--- config.mk ---
export PLATFORM = sky130hd
export DESIGN_NAME = pid_with_integral_reset
export DESIGN_NICKNAME = d
export VERILOG_FILES = /design/src/design/pidir_pkg.sv /design/src/design/pid_with_integral_reset.sv /design/src/design/pidir_cfg.sv /design/src/design/pidir_integ.sv /design/src/design/pidir_drive.sv
export SDC_FILE = /design/constraint.sdc
export NUM_CORES = 2
export LEC_CHECK = 0
export BUFFER_PORTS_ARGS = -buffer_cell sky130_fd_sc_hd__buf_2
export CAP_MARGIN = 20
export CORE_MARGIN = 2
export CORE_UTILIZATION = 70
export CTS_CLUSTER_SIZE = 14
export DETAILED_ROUTE_END_ITERATION = 7
export GPL_TIMING_DRIVEN = 1
export PLACE_DENSITY_LB_ADDON = 0.3
export SYNTH_ARGS = -nofsm -noshare
export SYNTH_HDL_FRONTEND = slang
export SYNTH_SLANG_ARGS = --single-unit
--- constraint.sdc ---
create_clock -name clk -period 18 [get_ports clk]
set_input_delay 1.8 -clock clk [delete_from_list [all_inputs] [get_ports clk]]
set_output_delay 1.8 -clock clk [all_outputs]
set_load 0.02 [all_outputs]
--- src/design/pidir_pkg.sv ---
`timescale 1ns / 1ps
`default_nettype none
// ---------------------------------------------------------------------------
// pidir_pkg
// Shared types and constants for the PID controller with integral reset.
// ---------------------------------------------------------------------------
package pidir_pkg;

    localparam int ERR_W   = 16;
    localparam int GAIN_W  = 16;
    localparam int INTEG_W = 32;
    localparam int DIFF_W  = ERR_W + 1;
    localparam int DB_W    = 15;
    localparam int DRIVE_W = 32;
    localparam int ADDR_W  = 5;
    localparam int DATA_W  = 32;

    // register indexes (byte address / 4)
    localparam logic [2:0] REG_GAIN_P      = 3'd0;
    localparam logic [2:0] REG_GAIN_I      = 3'd1;
    localparam logic [2:0] REG_GAIN_D      = 3'd2;
    localparam logic [2:0] REG_INTEG_UPPER = 3'd3;
    localparam logic [2:0] REG_INTEG_LOWER = 3'd4;
    localparam logic [2:0] REG_DEADBAND    = 3'd5;

    localparam logic [INTEG_W-1:0] INTEG_UPPER_RST = 32'h7FFF_FFFF;
    localparam logic [INTEG_W-1:0] INTEG_LOWER_RST = 32'h8000_0000;
    localparam logic [DB_W-1:0]    DEADBAND_RST    = 15'd3;

    typedef struct packed {
        logic signed [GAIN_W-1:0]  gain_p;
        logic signed [GAIN_W-1:0]  gain_i;
        logic signed [GAIN_W-1:0]  gain_d;
        logic signed [INTEG_W-1:0] integral_upper;
        logic signed [INTEG_W-1:0] integral_lower;
        logic [DB_W-1:0]           deadband;
    } cfg_t;

    // payload handed from the integrator stage to the drive stage
    typedef struct packed {
        logic                      clear;
        logic                      cleared;
        logic signed [ERR_W-1:0]   err;
        logic signed [INTEG_W-1:0] integ;
        logic signed [DIFF_W-1:0]  diff;
    } stage_t;

    typedef struct packed {
        logic [DRIVE_W-1:0] drive;
        logic               saturated;
        logic               integral_cleared;
    } result_t;

endpackage
`default_nettype wire

--- src/design/pid_with_integral_reset.sv ---
`timescale 1ns / 1ps
`default_nettype none
// Stages: the integrator stage register, then the drive stage into the output
// register. Throughput: one transaction per cycle unless out_stall holds the
// output; the integrator state update is a single 33-bit add and compare, so
// it closes within the accepting cycle.
// Reset: rst_n asynchronous, active low; clears integral, last error, valid
// flags and loads the register defaults.
// ---------------------------------------------------------------------------
// pid_with_integral_reset
// Fixed-point PID controller with deadband and window reset of the integral.
// ---------------------------------------------------------------------------
module pid_with_integral_reset (
    input  wire logic                               clk,
    input  wire logic                               rst_n,
    // input channel
    input  wire logic                               in_valid,
    output logic                                    in_stall,
    input  wire logic                               func,
    input  wire logic signed [pidir_pkg::ERR_W-1:0] error_in,
    // output channel
    output logic                                    out_valid,
    input  wire logic                               out_stall,
    output logic signed [pidir_pkg::DRIVE_W-1:0]    drive,
    output logic                                    saturated,
    output logic                                    integral_cleared,
    // configuration port
    input  wire logic                               psel,
    input  wire logic                               penable,
    input  wire logic                               pwrite,
    input  wire logic [pidir_pkg::ADDR_W-1:0]       paddr,
    input  wire logic [pidir_pkg::DATA_W-1:0]       pwdata,
    output logic      [pidir_pkg::DATA_W-1:0]       prdata,
    output logic                                    pready
);

    pidir_pkg::cfg_t    cfg;
    pidir_pkg::stage_t  stage;
    pidir_pkg::result_t result;
    pidir_pkg::result_t res_reg;
    pidir_pkg::result_t res_next;

    logic s1_valid_reg;
    logic s1_valid_next;
    logic out_valid_reg;
    logic out_valid_next;
    logic out_ready;
    logic s1_ready;
    logic accept;

    // Each stage advances when the stage after it can take its contents; while a
    // finished result waits on out_stall, input is taken only if stage 1 is empty.
    assign out_ready = !out_valid_reg || !out_stall;
    assign s1_ready  = !s1_valid_reg || out_ready;
    assign in_stall  = !s1_ready;
    assign accept    = in_valid && s1_ready;

    pidir_cfg u_cfg (
        .clk     (clk),
        .rst_n   (rst_n),
        .psel    (psel),
        .penable (penable),
        .pwrite  (pwrite),
        .paddr   (paddr),
        .pwdata  (pwdata),
        .prdata  (prdata),
        .pready  (pready),
        .cfg     (cfg)
    );

    // Integrator stage: state update happens at the accepting edge, so the next
    // transaction sees the new integral and last error immediately.
    pidir_integ u_integ (
        .clk      (clk),
        .rst_n    (rst_n),
        .load     (accept),
        .func     (func),
        .error_in (error_in),
        .cfg      (cfg),
        .stage    (stage)
    );

    pidir_drive u_drive (
        .stage  (stage),
        .cfg    (cfg),
        .result (result)
    );

    always_comb
    begin
        // hold stage 1 unless it drains into the output register
        if (accept)
        begin
            s1_valid_next = 1'b1;
        end
        else if (out_ready)
        begin
            s1_valid_next = 1'b0;
        end
        else
        begin
            s1_valid_next = s1_valid_reg;
        end

        // advance the output register whenever it is free or being taken
        out_valid_next = out_ready ? s1_valid_reg : out_valid_reg;
        res_next       = (out_ready && s1_valid_reg) ? result : res_reg;
    end

    always_ff @(posedge clk or negedge rst_n)
    begin
        if (!rst_n)
        begin
            s1_valid_reg  <= 1'b0;
            out_valid_reg <= 1'b0;
        end
        else
        begin
            s1_valid_reg  <= s1_valid_next;
            out_valid_reg <= out_valid_next;
        end
    end

    always_ff @(posedge clk)
    begin
        res_reg <= res_next;
    end

    assign out_valid        = out_valid_reg;
    assign drive            = res_reg.drive;
    assign saturated        = res_reg.saturated;
    assign integral_cleared = res_reg.integral_cleared;

endmodule
`default_nettype wire

--- src/design/pidir_cfg.sv ---
`timescale 1ns / 1ps
`default_nettype none
// ---------------------------------------------------------------------------
// pidir_cfg
// APB-style register file holding gains, integral window and deadband.
// ---------------------------------------------------------------------------
module pidir_cfg (
    input  wire logic                         clk,
    input  wire logic                         rst_n,
    input  wire logic                         psel,
    input  wire logic                         penable,
    input  wire logic                         pwrite,
    input  wire logic [pidir_pkg::ADDR_W-1:0] paddr,
    input  wire logic [pidir_pkg::DATA_W-1:0] pwdata,
    output logic      [pidir_pkg::DATA_W-1:0] prdata,
    output logic                              pready,
    output pidir_pkg::cfg_t                   cfg
);

    pidir_pkg::cfg_t cfg_reg;
    pidir_pkg::cfg_t cfg_next;
    logic [2:0]      idx;
    logic            wr_en;

    assign idx    = paddr[4:2];
    assign wr_en  = psel && penable && pwrite;
    assign pready = 1'b1;
    assign cfg    = cfg_reg;

    always_comb
    begin
        cfg_next = cfg_reg;
        if (wr_en)
        begin
            unique case (idx)
                pidir_pkg::REG_GAIN_P:      cfg_next.gain_p = pwdata[15:0];
                pidir_pkg::REG_GAIN_I:      cfg_next.gain_i = pwdata[15:0];
                pidir_pkg::REG_GAIN_D:      cfg_next.gain_d = pwdata[15:0];
                pidir_pkg::REG_INTEG_UPPER: cfg_next.integral_upper = pwdata;
                pidir_pkg::REG_INTEG_LOWER: cfg_next.integral_lower = pwdata;
                pidir_pkg::REG_DEADBAND:    cfg_next.deadband = pwdata[14:0];
                default:                    cfg_next = cfg_reg;
            endcase
        end
    end

    always_comb
    begin
        unique case (idx)
            pidir_pkg::REG_GAIN_P:      prdata = 32'($signed(cfg_reg.gain_p));
            pidir_pkg::REG_GAIN_I:      prdata = 32'($signed(cfg_reg.gain_i));
            pidir_pkg::REG_GAIN_D:      prdata = 32'($signed(cfg_reg.gain_d));
            pidir_pkg::REG_INTEG_UPPER: prdata = cfg_reg.integral_upper;
            pidir_pkg::REG_INTEG_LOWER: prdata = cfg_reg.integral_lower;
            pidir_pkg::REG_DEADBAND:    prdata = {17'd0, cfg_reg.deadband};
            default:                    prdata = '0;
        endcase
    end

    always_ff @(posedge clk or negedge rst_n)
    begin
        if (!rst_n)
        begin
            cfg_reg.gain_p         <= '0;
            cfg_reg.gain_i         <= '0;
            cfg_reg.gain_d         <= '0;
            cfg_reg.integral_upper <= pidir_pkg::INTEG_UPPER_RST;
            cfg_reg.integral_lower <= pidir_pkg::INTEG_LOWER_RST;
            cfg_reg.deadband       <= pidir_pkg::DEADBAND_RST;
        end
        else
        begin
            cfg_reg <= cfg_next;
        end
    end

endmodule
`default_nettype wire

--- src/design/pidir_integ.sv ---
`timescale 1ns / 1ps
`default_nettype none
// ---------------------------------------------------------------------------
// pidir_integ
// Integrator stage: accumulate error, apply deadband and window reset,
// form the error difference and register the stage payload.
// ---------------------------------------------------------------------------
module pidir_integ (
    input  wire logic                               clk,
    input  wire logic                               rst_n,
    input  wire logic                               load,
    input  wire logic                               func,
    input  wire logic signed [pidir_pkg::ERR_W-1:0] error_in,
    input  wire pidir_pkg::cfg_t                    cfg,
    output pidir_pkg::stage_t                       stage
);

    logic signed [pidir_pkg::INTEG_W-1:0] integ_reg;
    logic signed [pidir_pkg::INTEG_W-1:0] integ_next;
    logic signed [pidir_pkg::ERR_W-1:0]   last_reg;
    logic signed [pidir_pkg::ERR_W-1:0]   last_next;
    pidir_pkg::stage_t                    stage_reg;
    pidir_pkg::stage_t                    stage_next;

    logic signed [pidir_pkg::INTEG_W:0]   sum_wide;
    logic signed [pidir_pkg::DIFF_W-1:0]  err_ext;
    logic        [pidir_pkg::DIFF_W-1:0]  mag;
    logic                                 clr_db;
    logic                                 clr_win;

    assign err_ext  = pidir_pkg::DIFF_W'(error_in);
    assign sum_wide = 33'(integ_reg) + 33'(error_in);
    assign mag      = error_in[15] ? 17'(-err_ext) : 17'(err_ext);
    assign clr_db   = mag < {2'b00, cfg.deadband};
    assign clr_win  = (sum_wide > 33'(cfg.integral_upper))
                   || (sum_wide < 33'(cfg.integral_lower));

    always_comb
    begin
        integ_next = integ_reg;
        last_next  = last_reg;
        stage_next = stage_reg;
        if (load)
        begin
            if (func)
            begin
                // clear transaction: drop both state words
                integ_next         = '0;
                last_next          = '0;
                stage_next.clear   = 1'b1;
                stage_next.cleared = 1'b1;
                stage_next.err     = '0;
                stage_next.integ   = '0;
                stage_next.diff    = '0;
            end
            else
            begin
                integ_next         = (clr_db || clr_win) ? '0 : sum_wide[31:0];
                last_next          = error_in;
                stage_next.clear   = 1'b0;
                stage_next.cleared = clr_db || clr_win;
                stage_next.err     = error_in;
                stage_next.integ   = (clr_db || clr_win) ? '0 : sum_wide[31:0];
                stage_next.diff    = err_ext - pidir_pkg::DIFF_W'(last_reg);
            end
        end
    end

    always_ff @(posedge clk or negedge rst_n)
    begin
        if (!rst_n)
        begin
            integ_reg <= '0;
            last_reg  <= '0;
        end
        else
        begin
            integ_reg <= integ_next;
            last_reg  <= last_next;
        end
    end

    always_ff @(posedge clk)
    begin
        stage_reg <= stage_next;
    end

    assign stage = stage_reg;

endmodule
`default_nettype wire

--- src/design/pidir_drive.sv ---
`timescale 1ns / 1ps
`default_nettype none
// ---------------------------------------------------------------------------
// pidir_drive
// Drive computation: three gain products, sum, floor shift by 8, saturate.
// ---------------------------------------------------------------------------
module pidir_drive (
    input  wire pidir_pkg::stage_t stage,
    input  wire pidir_pkg::cfg_t   cfg,
    output pidir_pkg::result_t     result
);

    logic signed [31:0] prod_p;
    logic signed [47:0] prod_i;
    logic signed [32:0] prod_d;
    logic signed [49:0] total;
    logic signed [41:0] q;
    logic               sat_hi;
    logic               sat_lo;

    assign prod_p = 32'($signed(cfg.gain_p)) * 32'($signed(stage.err));
    assign prod_i = 48'($signed(cfg.gain_i)) * 48'($signed(stage.integ));
    assign prod_d = 33'($signed(cfg.gain_d)) * 33'($signed(stage.diff));
    assign total  = 50'(prod_p) + 50'(prod_i) + 50'(prod_d);

    // arithmetic shift right by 8 rounds toward minus infinity
    assign q      = total[49:8];
    assign sat_hi = !q[41] && (q[40:31] != '0);
    assign sat_lo = q[41] && (q[40:31] != '1);

    always_comb
    begin
        result.integral_cleared = stage.cleared;
        if (stage.clear)
        begin
            result.drive     = '0;
            result.saturated = 1'b0;
        end
        else if (sat_hi)
        begin
            result.drive     = 32'h7FFF_FFFF;
            result.saturated = 1'b1;
        end
        else if (sat_lo)
        begin
            result.drive     = 32'h8000_0000;
            result.saturated = 1'b1;
        end
        else
        begin
            result.drive     = q[31:0];
            result.saturated = 1'b0;
        end
    end

endmodule
`default_nettype wire

Word level (Yosys, flattened, before mapping)

Index checks and enable logic that the tools add are counted.

Add/subtract/negate cells: 5
Multipliers: 3
Magnitude comparators: 3
Eq/ne operators: 6
Multiplexer cells: 10
Reduce and logical (&&, ||, !) cells: 25

Operators with widths:

| operator                                       | number |
|---|---|
| case mux 32 bit (6 select lines)               | 1 |
| 2-to-1 mux 32 bit                              | 3 |
| 2-to-1 mux 67 bit                              | 1 |
| adder 49 x 33 -> 50 bit                        | 1 |
| adder 32 x 48 -> 49 bit                        | 1 |
| multiplier 16 x 32 -> 48 bit                   | 1 |
| adder 32 x 16 -> 33 bit                        | 1 |
| greater-than comparator 33 x 32 -> 1 bit       | 1 |
| less-than comparator 33 x 32 -> 1 bit          | 1 |
| multiplier 16 x 17 -> 33 bit                   | 1 |
| 2-to-1 mux 33 bit                              | 1 |
| multiplier 16 x 16 -> 32 bit                   | 1 |
| less-than comparator 17 x 15 -> 1 bit          | 1 |
| 2-to-1 mux 17 bit                              | 1 |
| negation 16 -> 17 bit                          | 1 |
| subtractor 16 x 16 -> 17 bit                   | 1 |
| 2-to-1 mux 16 bit                              | 1 |
| AND reduction 2 bit                            | 6 |
| inequality test 10 bit (second input constant) | 1 |
| nonzero test 10 bit                            | 1 |
| == test 3 x 2 -> 1 bit (second input constant) | 2 |
| == test 3 bit (second input constant)          | 2 |
| logical AND 1 bit                              | 6 |
| zero test 1 bit                                | 5 |
| 6 further kinds                                | 10 |

Flip-flop bits (word level): 278
Bits of input ports: 61
Output and inout port bits: 69
Logic and storage cells: 71

Logic depth before layout (Yosys ltp)

Depth after elaboration: 7
Depth in mapped cells: 35
Depth with buffers taken out: 31

Cells and area by module

From an unflattened synthesis, not the netlist that was laid out.

Cells, all modules: 5840
Area, all modules: 57347.5 sq um

Modules (own cells, without submodules):

| module                  | instances | cells each | area each (sq um) | sequential area each (sq um) |
|---|---|---|---|---|
| pidir_drive             | 1         | 4467       | 41622.4           | 0.0 |
| pidir_integ             | 1         | 898        | 8675.8            | 3213.1 |
| pidir_cfg               | 1         | 433        | 5935.7            | 3220.6 |
| pid_with_integral_reset | 1         | 42         | 1113.6            | 1071.0 |

Worst setup path after synthesis

Ideal clock, no wire load.

Path type: flip-flop to flip-flop
Start: register u_integ.stage_reg (netlist bit u_integ.stage[16])
End: register res_reg (netlist bit drive[21]) (data pin)
Setup time: 0.283 ns
Data arrival time: 9.007 ns
Data required time: 17.717 ns
Path slack: 8.711 ns
Stages on the path, launching flop included: 27
Buffers on the path: 2
Clock period less this slack: 9.289 ns
Cells stage by stage: edfxtp_1 -> clkbuf_1 -> nand2_1 -> fa_1 -> fa_1 -> fa_1 -> inv_1 -> fa_1 -> inv_1 -> fa_1 -> inv_1 -> fa_1 -> fa_1 -> fa_1 -> fa_1 -> ha_1 -> and2_1 -> a221o_1 -> o221a_2 -> or2_0 -> a31oi_1 -> xor2_1 -> nand4_1 -> nor4_4 -> a31o_4 -> buf_12 -> a211oi_2

Longest elaborated chain between the ends: 6
Elaborated cells between the ends (all ways): 9
Those cells by class: add/sub: 1; mul: 1; eq/ne: 1; mux: 2; reduce/logical: 4

RTL lines:

| item                           | RTL line                       | RTL |
|---|---|---|
| start, declared                | pidir_integ.sv:22              | `pidir_pkg::stage_t stage_reg;` |
| start signal, assigned         | pidir_integ.sv:85              | `stage_reg <= stage_next;` |
| multiplier 16 x 17 -> 33 bit * | pidir_drive.sv:23              | `assign prod_d = 33'($signed(cfg.gain_d)) * 33'($signed(stage.diff));` |
| adder 49 x 33 -> 50 bit *      | pidir_drive.sv:24              | `assign total = 50'(prod_p) + 50'(prod_i) + 50'(prod_d);` |
| inequality test 10 bit         | pidir_drive.sv:29              | `assign sat_lo = q[41] && (q[40:31] != '1);` |
| logical AND 1 bit              | pidir_drive.sv:29              |  |
| 2-to-1 mux 33 bit              | pidir_drive.sv:44              | `else if (sat_lo)` |
| 2-to-1 mux 32 bit *            | pidir_drive.sv:39              | `else if (sat_hi)` |
| end signal, assigned           | pid_with_integral_reset.sv:126 | `res_reg <= res_next;` |
| end, declared                  | pid_with_integral_reset.sv:40  | `pidir_pkg::result_t res_reg;` |

Mark *: on every way between the ends. The rest lies on a longest branch, timed or not.
A chain may end at the register's enable or synchronous reset.

Worst setup path in the final report

Start: register u_cfg.cfg_reg (netlist bit u_cfg.cfg[82])
End: register res_reg (netlist bit drive[0]) (data pin)

Longest elaborated chain between the ends: 6
Elaborated cells between the ends (all ways): 9
Those cells by class: add/sub: 1; mul: 1; eq/ne: 1; mux: 2; reduce/logical: 4

RTL lines:

| item                           | RTL line          | RTL |
|---|---|---|
| start, declared                | pidir_cfg.sv:20   | `pidir_pkg::cfg_t cfg_reg;` |
| start signal, assigned         | pidir_cfg.sv:73   | `cfg_reg <= cfg_next;` |
| multiplier 16 x 17 -> 33 bit * | pidir_drive.sv:23 |  |
| adder 49 x 33 -> 50 bit *      | pidir_drive.sv:24 |  |
| inequality test 10 bit         | pidir_drive.sv:29 |  |
| logical AND 1 bit              | pidir_drive.sv:29 |  |
| 2-to-1 mux 33 bit              | pidir_drive.sv:44 |  |
| 2-to-1 mux 32 bit *            | pidir_drive.sv:39 |  |

Marks and branches as above.

==> metrics.md <==
| Metric | Value |
|---|---|
| Worst Skew | `0.0288 ns` |
| Die Wd | `289 microns` |
| Setup CP Type | `reg -> reg` |
| Placed instance area | `58,100 sq um` |
| Commonest register cell after synthesis | `dfrtp_1` |
| First-pass GRT wire length | `244 mm` |
| Setup TNS | `0 ns` |
| Post-synth EDFFs | `101` |
| Clk buf depth | `3` |
| Wire per inst | `21.6 microns` |
| Clock sink count | `278` |
| Initial antenna violation count | `4` |
| Yosys reg bits | `278` |
| GRT Util Overall | `0.386` |
| Drt via density | `5.87` |
| Vias in the first global route | `45.0k` |
| DP Cell Count | `6,904` |
| DR pass1 iterations | `8` |
| Post-synth cell types | `86` |
| Hold Path End | `out_valid` |
| Hold depth | `1` |
| Number of flip-flops in the largest register | `127` |
| Htree depth | `1` |
| FF-to-FF path depth | `28` |
| Syn. warnings | `0` |
| DRC Markers | `0` |
| Fmax | `0.0938 GHz` |
| Post-CTS Resized | `0` |
| Max-slew headroom | `0.244` |
| Register area share after synthesis | `0.132` |
| Setup violations, final | `0` |
| Layout cell share with drive strength beyond 1 | `0.0684` |
| GP Congestion | `1.01` |
| Most common cell after layout, fill and taps aside | `inv_1` |
| Antenna Cells | `0` |
| Met1 Wirelength | `54.2 mm` |
| Startpoint Class | `register` |
| IO Count | `130` |
| Syn-to-layout area delta | `4.60%` |
| Num rows | `104` |
| CTS clk-pin slew, worst paths | `0.06 ns` |
| Req. time, crit path | `18.32 ns` |
| Hold Crit Start | `s1_valid_reg` |
| Class of the worst hold path | `reg -> reg` |
| Reg-to-reg setup timing slack | `7.34 ns` |
| Worst-Margin Slew | `1.13 ns` |
| Later-pin clock latency in the skew report | `0.63 ns` |
| Detailed-route via count | `40.9k` |
| Antenna viol nets, final | `0` |
| Largest net degree at the start of global routing | `80` |
| 1st-iter DRT viols | `3,446` |
| CP most frequent cell | `fa_1` |
| Layout Cell Area excl Fill | `59,300 sq um` |
| Met3 wire length | `15.4 mm` |
| Crit path max fanout | `32` |
| Tcrit/Tclk final | `0.592` |
| Post-Syn Area | `56,700 sq um` |
| Synth Instances | `5,899` |
| Syn Nets | `7,569` |
| Starting Density | `0.705` |
| Gr ovfl total | `0` |
| NumNets Final | `7,549` |
| Commonest non-fill, non-tap cells in the layout | `inv_1 (1,490), fa_1 (1,254), nand2_1 (739), and2_1 (450), ha_1 (355)` |
| Synth async-reset ratio | `0.637` |
| CTS tree | `yes` |
| Average size of a mapped cell | `9.61 sq um` |
| Number of port buffers | `126` |
| Post-Layout Cell Count | `6,963` |
| Final Hold Fails | `0` |
| Placed wire-length estimate | `122 mm` |
| Crit-path max cell delay | `1.15 ns` |
| RR Endpoint | `drive[0]` |
| Max cap viols | `0` |
| Total setup buffers inserted after CTS | `0` |
| Critical path's slowest cell | `fa_1` |
| Die ar. | `83,300 sq um` |
| Core area | `80,400 sq um` |
| Worst setup EP type | `register` |
| Status | `completed` |
| Cts hold-fix bufs | `0` |
| Clk root buf | `clkbuf_16` |
| Period minus WS final | `10.66 ns` |
| Total Wirelength | `150 mm` |
| WP data arrival | `10.98 ns` |
| RR Startpoint | `u_cfg.cfg[82]` |
| Highest metal used | `met4` |
| CTS Buf Count | `30` |
| Met2 Wirelength | `68.7 mm` |
| RSZ-0062 raised after global routing | `false` |
| Slew Limit Fails | `0` |
| Die Y | `289 microns` |
==> stage by stage <==
step | setup slack (ns) | hold slack [ns] | util
after global placement | 7.26 | 0.464 | 0.723
after CTS | 6.95 | 0.486 | 0.737
after global routing | 6.79 | 0.502 | 0.737
after floorplan | 8.71 | 0.400 | -
after detailed placement | 7.00 | 0.471 | 0.723
final | 7.34 | 0.479 | 0.737
==> cell type report <==
| type | instances | area [sq um] |
|---|---|---|
| multi-input combinational | 3894 | 42600 |
| fill | 5612 | 21100 |
| sequential | 278 | 7520 |
| inverter | 1491 | 5600 |
| tap | 1060 | 1330 |
| timing repair buffer | 184 | 1120 |
| clock buffer | 40 | 850 |
| clock inverter | 16 | 236 |
==> logic make-up after synthesis <==
kind of cell             synth area share
AO/OA/AOI/OAI                      0.0657
XOR/XNOR                           0.0154
adder cells (fa/ha/maj)             0.521
buffers and inverters               0.116
flip-flops                          0.132
multiplexers                       0.0164
other                           0.0000661
AND/OR/NAND/NOR                     0.133
==> worst max path at each step <==
stage                           start        end  slack, ns  cells after the start
floorplan           u_integ.stage[16]  drive[21]       8.71                     26
global placement        u_cfg.cfg[84]   drive[0]       7.26                     29
detailed placement      u_cfg.cfg[84]   drive[0]       7.00                     29
CTS                     u_cfg.cfg[84]   drive[0]       6.95                     29
global route            u_cfg.cfg[82]   drive[0]       6.79                     28
finish                  u_cfg.cfg[82]   drive[0]       7.34                     28
==> worst max-delay path: cells and delay by family, from the launching register on <==
| family | cells | cell delay, ns |
|---|---|---|
| AOI/OAI and AO/OA | 4 | 1.17 |
| adders and majority gates | 10 | 5.97 |
| and+or+nand+nor | 8 | 1.55 |
| DFF | 1 | 0.82 |
| buffers and inverters | 6 | 0.77 |
==> synthesized netlist by cell type, types with 25 or more instances <==
library cell	count	area, sq um
mux2_2	54	608
a211oi_2	31	388
and2_1	450	2820
nand2_1	740	2780
xnor2_1	59	517
o31ai_1	31	233
o21ai_0	168	841
ha_1	355	4440
inv_1	1490	5590
dfstp_2	34	893
fa_1	1254	25100
nand2b_1	46	288
clkbuf_1	210	788
a21o_1	59	443
a21oi_1	103	515
nand3_1	27	135
nor2_1	141	529
edfxtp_1	101	3030
nand4_1	25	156
xor2_1	41	359
nor2b_1	52	325
dfrtp_1	143	3580
==> routing by layer <==
layer  track usage  up-vias
met5             0        -
met4         0.249        0
met3        0.0872      547
met2         0.607     2084
met1         0.488    20700
li1              -    17500
Power is left out: the tool's default activity adds up to more than one toggle a clock period on the data nets, which glitch-free logic cannot reach.
